`src/hdl/trtm_pkg.sv`:
```
// shared types and codes for the ternary rule table match unit
`timescale 1ns / 1ps

package trtm_pkg;

  // fixed field widths
  localparam int DATA_W = 32;
  localparam int PRIO_W = 32;

  // request kinds
  localparam logic [1:0] OP_INSERT = 2'd0;
  localparam logic [1:0] OP_DELETE = 2'd1;
  localparam logic [1:0] OP_SEARCH = 2'd2;

  // result status codes
  localparam logic [1:0] STAT_OK        = 2'd0;
  localparam logic [1:0] STAT_DUP       = 2'd1;
  localparam logic [1:0] STAT_NOT_FOUND = 2'd2;
  localparam logic [1:0] STAT_FULL      = 2'd3;

  typedef enum logic [1:0] {
    S_IDLE,
    S_SCAN,
    S_SHIFT
  } state_t;

  // controller to datapath
  typedef struct packed {
    logic       load;
    logic       scan;
    logic       shift_start;
    logic       shift;
    logic       append;
    logic       count_dec;
    logic       emit;
    logic       emit_match;
    logic [1:0] emit_status;
  } cmd_t;

  // datapath to controller
  typedef struct packed {
    logic [1:0] op;
    logic       hit;
    logic       exhausted;
    logic       full;
    logic       out_free;
  } stat_t;

endpackage

```
`src/hdl/trtm_ctrl.sv`:
```
// controller state machine for the ternary rule table match unit
`timescale 1ns / 1ps

module trtm_ctrl import trtm_pkg::*; (
  input  logic  clk,
  input  logic  rst,
  input  logic  in_valid,
  output logic  in_ready,
  input  stat_t st,
  output cmd_t  cmd
);

  state_t state;
  state_t state_next;
  logic   op_known;
  logic   finish;

  assign op_known = (st.op == OP_INSERT) || (st.op == OP_DELETE) || (st.op == OP_SEARCH);
  assign finish   = st.hit || st.exhausted || !op_known;

  always_ff @(posedge clk) begin
    if (rst) begin
      state <= S_IDLE;
    end else begin
      state <= state_next;
    end
  end

  always_comb begin
    state_next = state;
    unique case (state)
      S_IDLE: begin
        if (in_valid) state_next = S_SCAN;
      end
      S_SCAN: begin
        if (finish && st.out_free) begin
          state_next = (st.op == OP_DELETE && st.hit) ? S_SHIFT : S_IDLE;
        end
      end
      S_SHIFT: begin
        if (st.exhausted) state_next = S_IDLE;
      end
      default: state_next = S_IDLE;
    endcase
  end

  always_comb begin
    cmd      = '0;
    in_ready = (state == S_IDLE);
    unique case (state)
      S_IDLE: begin
        cmd.load = in_valid;
      end
      S_SCAN: begin
        if (!finish) begin
          cmd.scan = 1'b1;
        end else if (st.out_free) begin
          cmd.emit        = 1'b1;
          cmd.emit_status = STAT_NOT_FOUND;
          priority if (st.op == OP_SEARCH) begin
            if (st.hit) begin
              cmd.emit_match  = 1'b1;
              cmd.emit_status = STAT_OK;
            end
          end else if (st.op == OP_INSERT) begin
            if (st.hit) begin
              cmd.emit_status = STAT_DUP;
            end else if (st.full) begin
              cmd.emit_status = STAT_FULL;
            end else begin
              cmd.append      = 1'b1;
              cmd.emit_status = STAT_OK;
            end
          end else if (st.op == OP_DELETE) begin
            if (st.hit) begin
              cmd.shift_start = 1'b1;
              cmd.emit_status = STAT_OK;
            end
          end else begin
            // unused op: report not found, table untouched
            cmd.emit_status = STAT_NOT_FOUND;
          end
        end
      end
      S_SHIFT: begin
        if (st.exhausted) begin
          cmd.count_dec = 1'b1;
        end else begin
          cmd.shift = 1'b1;
        end
      end
      default: cmd = '0;
    endcase
  end

endmodule

```
`config.mk`:
```
export PLATFORM = sky130hd
export DESIGN_NAME = trtm_ctrl
export DESIGN_NICKNAME = d
export VERILOG_FILES = /design/src/hdl/trtm_pkg.sv /design/src/hdl/trtm_ctrl.sv
export SDC_FILE = /design/constraint.sdc
export NUM_CORES = 1
export LEC_CHECK = 0
export ABC_AREA = 1
export CAP_MARGIN = 30
export CORE_AREA = 4 4 41 43
export CTS_CLUSTER_SIZE = 10
export DETAILED_ROUTE_END_ITERATION = 7
export DIE_AREA = 0 0 45 47
export DONT_BUFFER_PORTS = 1
export PLACE_DENSITY_LB_ADDON = 0.15
export SYNTH_ARGS = -nofsm -noshare
export SYNTH_HDL_FRONTEND = slang
export SYNTH_SLANG_ARGS = --single-unit
```
`constraint.sdc`:
```
create_clock -name clk -period 1.5 [get_ports clk]
set_input_delay 0.375 -clock clk [delete_from_list [all_inputs] [get_ports clk]]
set_output_delay 0.375 -clock clk [all_outputs]
set_load 0.005 [all_outputs]
```
Word-level counts from Yosys, hierarchy flattened
Index checks and enable logic that the tools add are counted.

word-level totals
  flip-flop bits (word level) = 2
  input port bits = 9
  output and inout port bits = 11
  logic and storage cells = 54

operators by class
  equality and inequality tests = 7
  muxes and demuxes = 36
  reduce and logical (&&, ||, !) cells = 10

operators with widths
  cell                                                              number
  2-bit two-way mux                                                 11
  1-bit two-way mux                                                 20
  4-bit two-way mux                                                 3
  2-bit != test (second input constant)                             3
  2-bit case mux with 3 select lines                                1
  2-bit by 1-bit == test with 1-bit output (second input constant)  2
  2-bit == test (second input constant)                             2
  2-bit logical NOT                                                 2
  1-bit logical OR                                                  4
  3-bit two-way mux                                                 1
  3-bit AND reduction                                               1
  1-bit logical AND                                                 2
  1-bit logical NOT                                                 1

Depth between registers and ports, before layout
  depth after elaboration = 8
  depth in mapped cells = 6
  mapped depth without buffers = 6

Worst setup path after synthesis
Ideal clock, no wire load.

  kind = input port to output port
  start point = input port st[4] (netlist bit)
  end point = output port cmd[1] (netlist bit)
  cell stages on the path = 4
  required time = 1125 ps
  data arrival time = 751 ps
  path slack = 374 ps
  buffers on the path = 0
  cell sequence = nand2_1 nand2_2 nand3_2 nor2_1

RTL lines
  what             RTL line         RTL
  start, declared  trtm_ctrl.sv:9   input stat_t st,
  end, declared    trtm_ctrl.sv:10  output cmd_t cmd

==> results.md <==
- The run finished with clean final reports.
- The number of antenna violations at the first check in global routing is 0.
- Dividing the final minimum period by the clock period gives 91.4%.
- Buffers added to address setup during post-CTS repair amount to 0.
- Counting every net in the synthesized netlist gives 47.
- The transition time of the tightest slew-check pin is 171 ps.
- The minimum hold slack is 216 ps.
- Dividing the detail-routed wire length by the instance count gives 10.6 um.
- The global-route congestion overflow total is 0.
- The simple-gate share of the synthesized area is 62.1%.
- Yosys mapped the design onto 14 distinct sky130hd cell types.
- The post-route netlist has 29.3% of its cells at a drive strength greater than 1.
- The die is 47 um tall.
- The power density over the cells is 813 nW/um2.
- Derived from the worst setup path, the maximum achievable clock frequency is 729 MHz.
- The critical path in this run is classified as reg2out.
- The number of buffers and inverters on the critical path is 1.
- The largest registers in the layout are state: 2 flops.
- After synthesis the cells add up to 211 um2.
- Wires add up to 596 um.
- The maximum root-to-sink buffer count is 2.
- TritonCTS created 3 clock buffers.
- The total vias in the final route is 223.
- Setup violations remaining at the end of the flow were counted as 0.
- The largest vdd supply drop is 0.0000906 V.
- The register ranked first by flip-flop count is state.
- The arithmetic-cell share of the synthesized area counting full adders, half adders and majority gates is 0%.
- The root buffer cell chosen for the clock tree is sky130_fd_sc_hd__clkbuf_4.
- The endpoint class of the critical path is a primary output.
- The number of hold violations in the final report is 0.
- The clock period minus final worst setup slack is 1370 ps.
- After synthesis the netlist holds a flip-flop and latch count of 2.
- The number of antenna repair diodes is 0.
- The top cell types in the final layout, fill and taps aside, are 10 x sky130_fd_sc_hd__nor2_1, 7 x sky130_fd_sc_hd__nand2_1, 6 x sky130_fd_sc_hd__inv_1.
- The initial utilization of the core area, before any placement, comes to 16.3%.
- The region available for standard cell placement spans 1300 um2.
- Walking the worst path, the cells encountered are inv_2, nor2_4, nand3_4, nor2_1.
- The site row count is 13.
- For this design the top-level I/O count stands at 20.
- The total global-route track usage is 6.30%.
- The standby leakage power is 0.000118 uW.
- The number of hold buffers added after CTS is 0.
- The largest single stage delay on the critical path is 330 ps.
- The sum of negative setup slack is 0 ps.
- The top fanout value on the critical path is 5.
- The flip-flop count of the largest register, all copies and words added is 2.
- The data required time of the critical path is 1120 ps.
- The H-tree depth is 1.
- TritonCTS built the clock tree.
- On the final layout, the worst clock skew is 0.0765 ps.
- The synthesized area per cell is 5.56 um2.
- During synthesis, Yosys emitted a total of 0 warnings.
- For this design, the slowest cell found on the critical path is sky130_fd_sc_hd__dfxtp_1.
- The ratio of routed vias to standard cells is 3.98.
- The number of instances in the synthesized netlist is 38.
- The die is 45 um wide.
- Broken down by cell family, the worst path's largest delay share belongs to simple AND/OR/NAND/NOR gates.
- The first-pass GRT wire length is 876 um.
- The clock latency reported for the late side of the worst-skew pair is 220 ps.
- The via count of the first global-routing pass is 231.
- For this block, the initial DRC count from the detailed router was 3.
- In this run the worst hold path is classified as in2reg.
- The category of the worst setup path launch point is a flip-flop.
- The parity-gate share of the synthesized area counting xor and xnor cells is 0%.
- The count of nets left with antenna violations after detail routing is 0.
- The number of port buffers is 0.
- After clock tree synthesis, the repair step resized 0 gates.
- Before antenna repair, the detailed router went through 3 iterations.
- The congestion estimate from routability-driven global placement came to 0.677.
- The number of nets in the layout is 52.
- The multiplexer share of the synthesized area is 0%.
- Measured against its own limit, the worst slew margin works out to 88.6%.
- In the routed design, unresolved DRC markers number 0.
- The half-perimeter wire length of the detailed placement result is 508 um.
- The count of clock tree sinks is 2.
- The final max-slew violation count is 0.
- The combinational family with the most area after synthesis is simple AND/OR/NAND/NOR gates.
- The critical path data arrival time is 1000 ps.
- The commonest non-fill, non-tap cell in the layout is sky130_fd_sc_hd__nor2_1.
- Sequential elements use 18.9% of the synthesized area.
- The area growth from synthesis to layout is 23.1%.
- The total die area is 2120 um2.
- The max-capacitance violation count is 0.
- The synthesized netlist devotes 4.73% of its cell area to compound gates.
- The largest net degree at the start of global routing is 6.
- The clock slew seen by the registers of the worst setup and hold paths is 30 ps.
- Setup repair after global routing left no endpoint under its margin.
kinds of logic (layout without fill, tap and decap cells):
family / Yosys count / in the layout
buf+inv: 8 / 11
compound gates: 2 / 2
simple gates: 26 / 26
flops: 2 / 2
power breakdown:
group          switching (uW)  leakage (uW)  internal (uW)
registers                1.54     0.0000164           56.1
logic                    24.5     0.0000874           12.4
clock network            28.9     0.0000138           88.1
total                    55.0      0.000118            157
cells in the mapped netlist (all sizes together):
master / instances / area (um2)
nand3: 2 / 15.0
a21oi: 1 / 5.00
o21ai: 1 / 5.00
nor2: 14 / 67.6
nand4: 1 / 6.26
nor3: 1 / 10.0
inv: 8 / 30.0
nand2: 8 / 32.5
dfxtp: 2 / 40.0
worst register-to-register path, delay by kind of cell (launching register included):
kind	cells	cell delay [ps]
and+or+nand+nor	4	400
DFF	1	330
buffers and inverters	2	110
routing by layer:
metal / vias up / wire length [um] / track usage, %
met5: - / 0 / 0
met4: 0 / 0 / 7.02
met3: 0 / 71 / 2.68
met2: 13 / 288 / 8.19
met1: 91 / 236 / 7.22
li1: 119 / - / -
path summary, 6_finish.rpt:
path | start | endpoint | slack [ps] | depth (start not counted)
hold reg to reg | state[0]$_SDFFE_PP0P_ | state[0]$_SDFFE_PP0P_ | 590 | 4
setup reg to reg | state[0]$_SDFFE_PP0P_ | state[1]$_SDFFE_PP0P_ | 590 | 6
hold / removal | rst | state[1]$_SDFFE_PP0P_ | 220 | 1
setup / recovery | state[0]$_SDFFE_PP0P_ | cmd[1] | 130 | 4
metrics by stage:
stage               util [%]  worst slack, ps  instances  power [uW]  cell area (um2)
floorplan                  -              374         38        88.3              211
global placement        17.7              303         53        93.8              230
detailed placement      17.7              291         53        94.0              230
CTS                     19.4             69.9         56         218              253
global route            20.0             27.2         56         230              260
finish                  20.0              129         56         212              260
area by class of cell:
| class | count | area, um2 |
|---|---|---|
| clock buffer | 3 | 22.5 |
| tap | 15 | 18.8 |
| multi-input combinational | 28 | 149 |
| sequential | 2 | 40.0 |
| fill | 159 | 1040 |
| inverter | 8 | 30.0 |
Note: power is estimated with default switching activity, not from simulation.
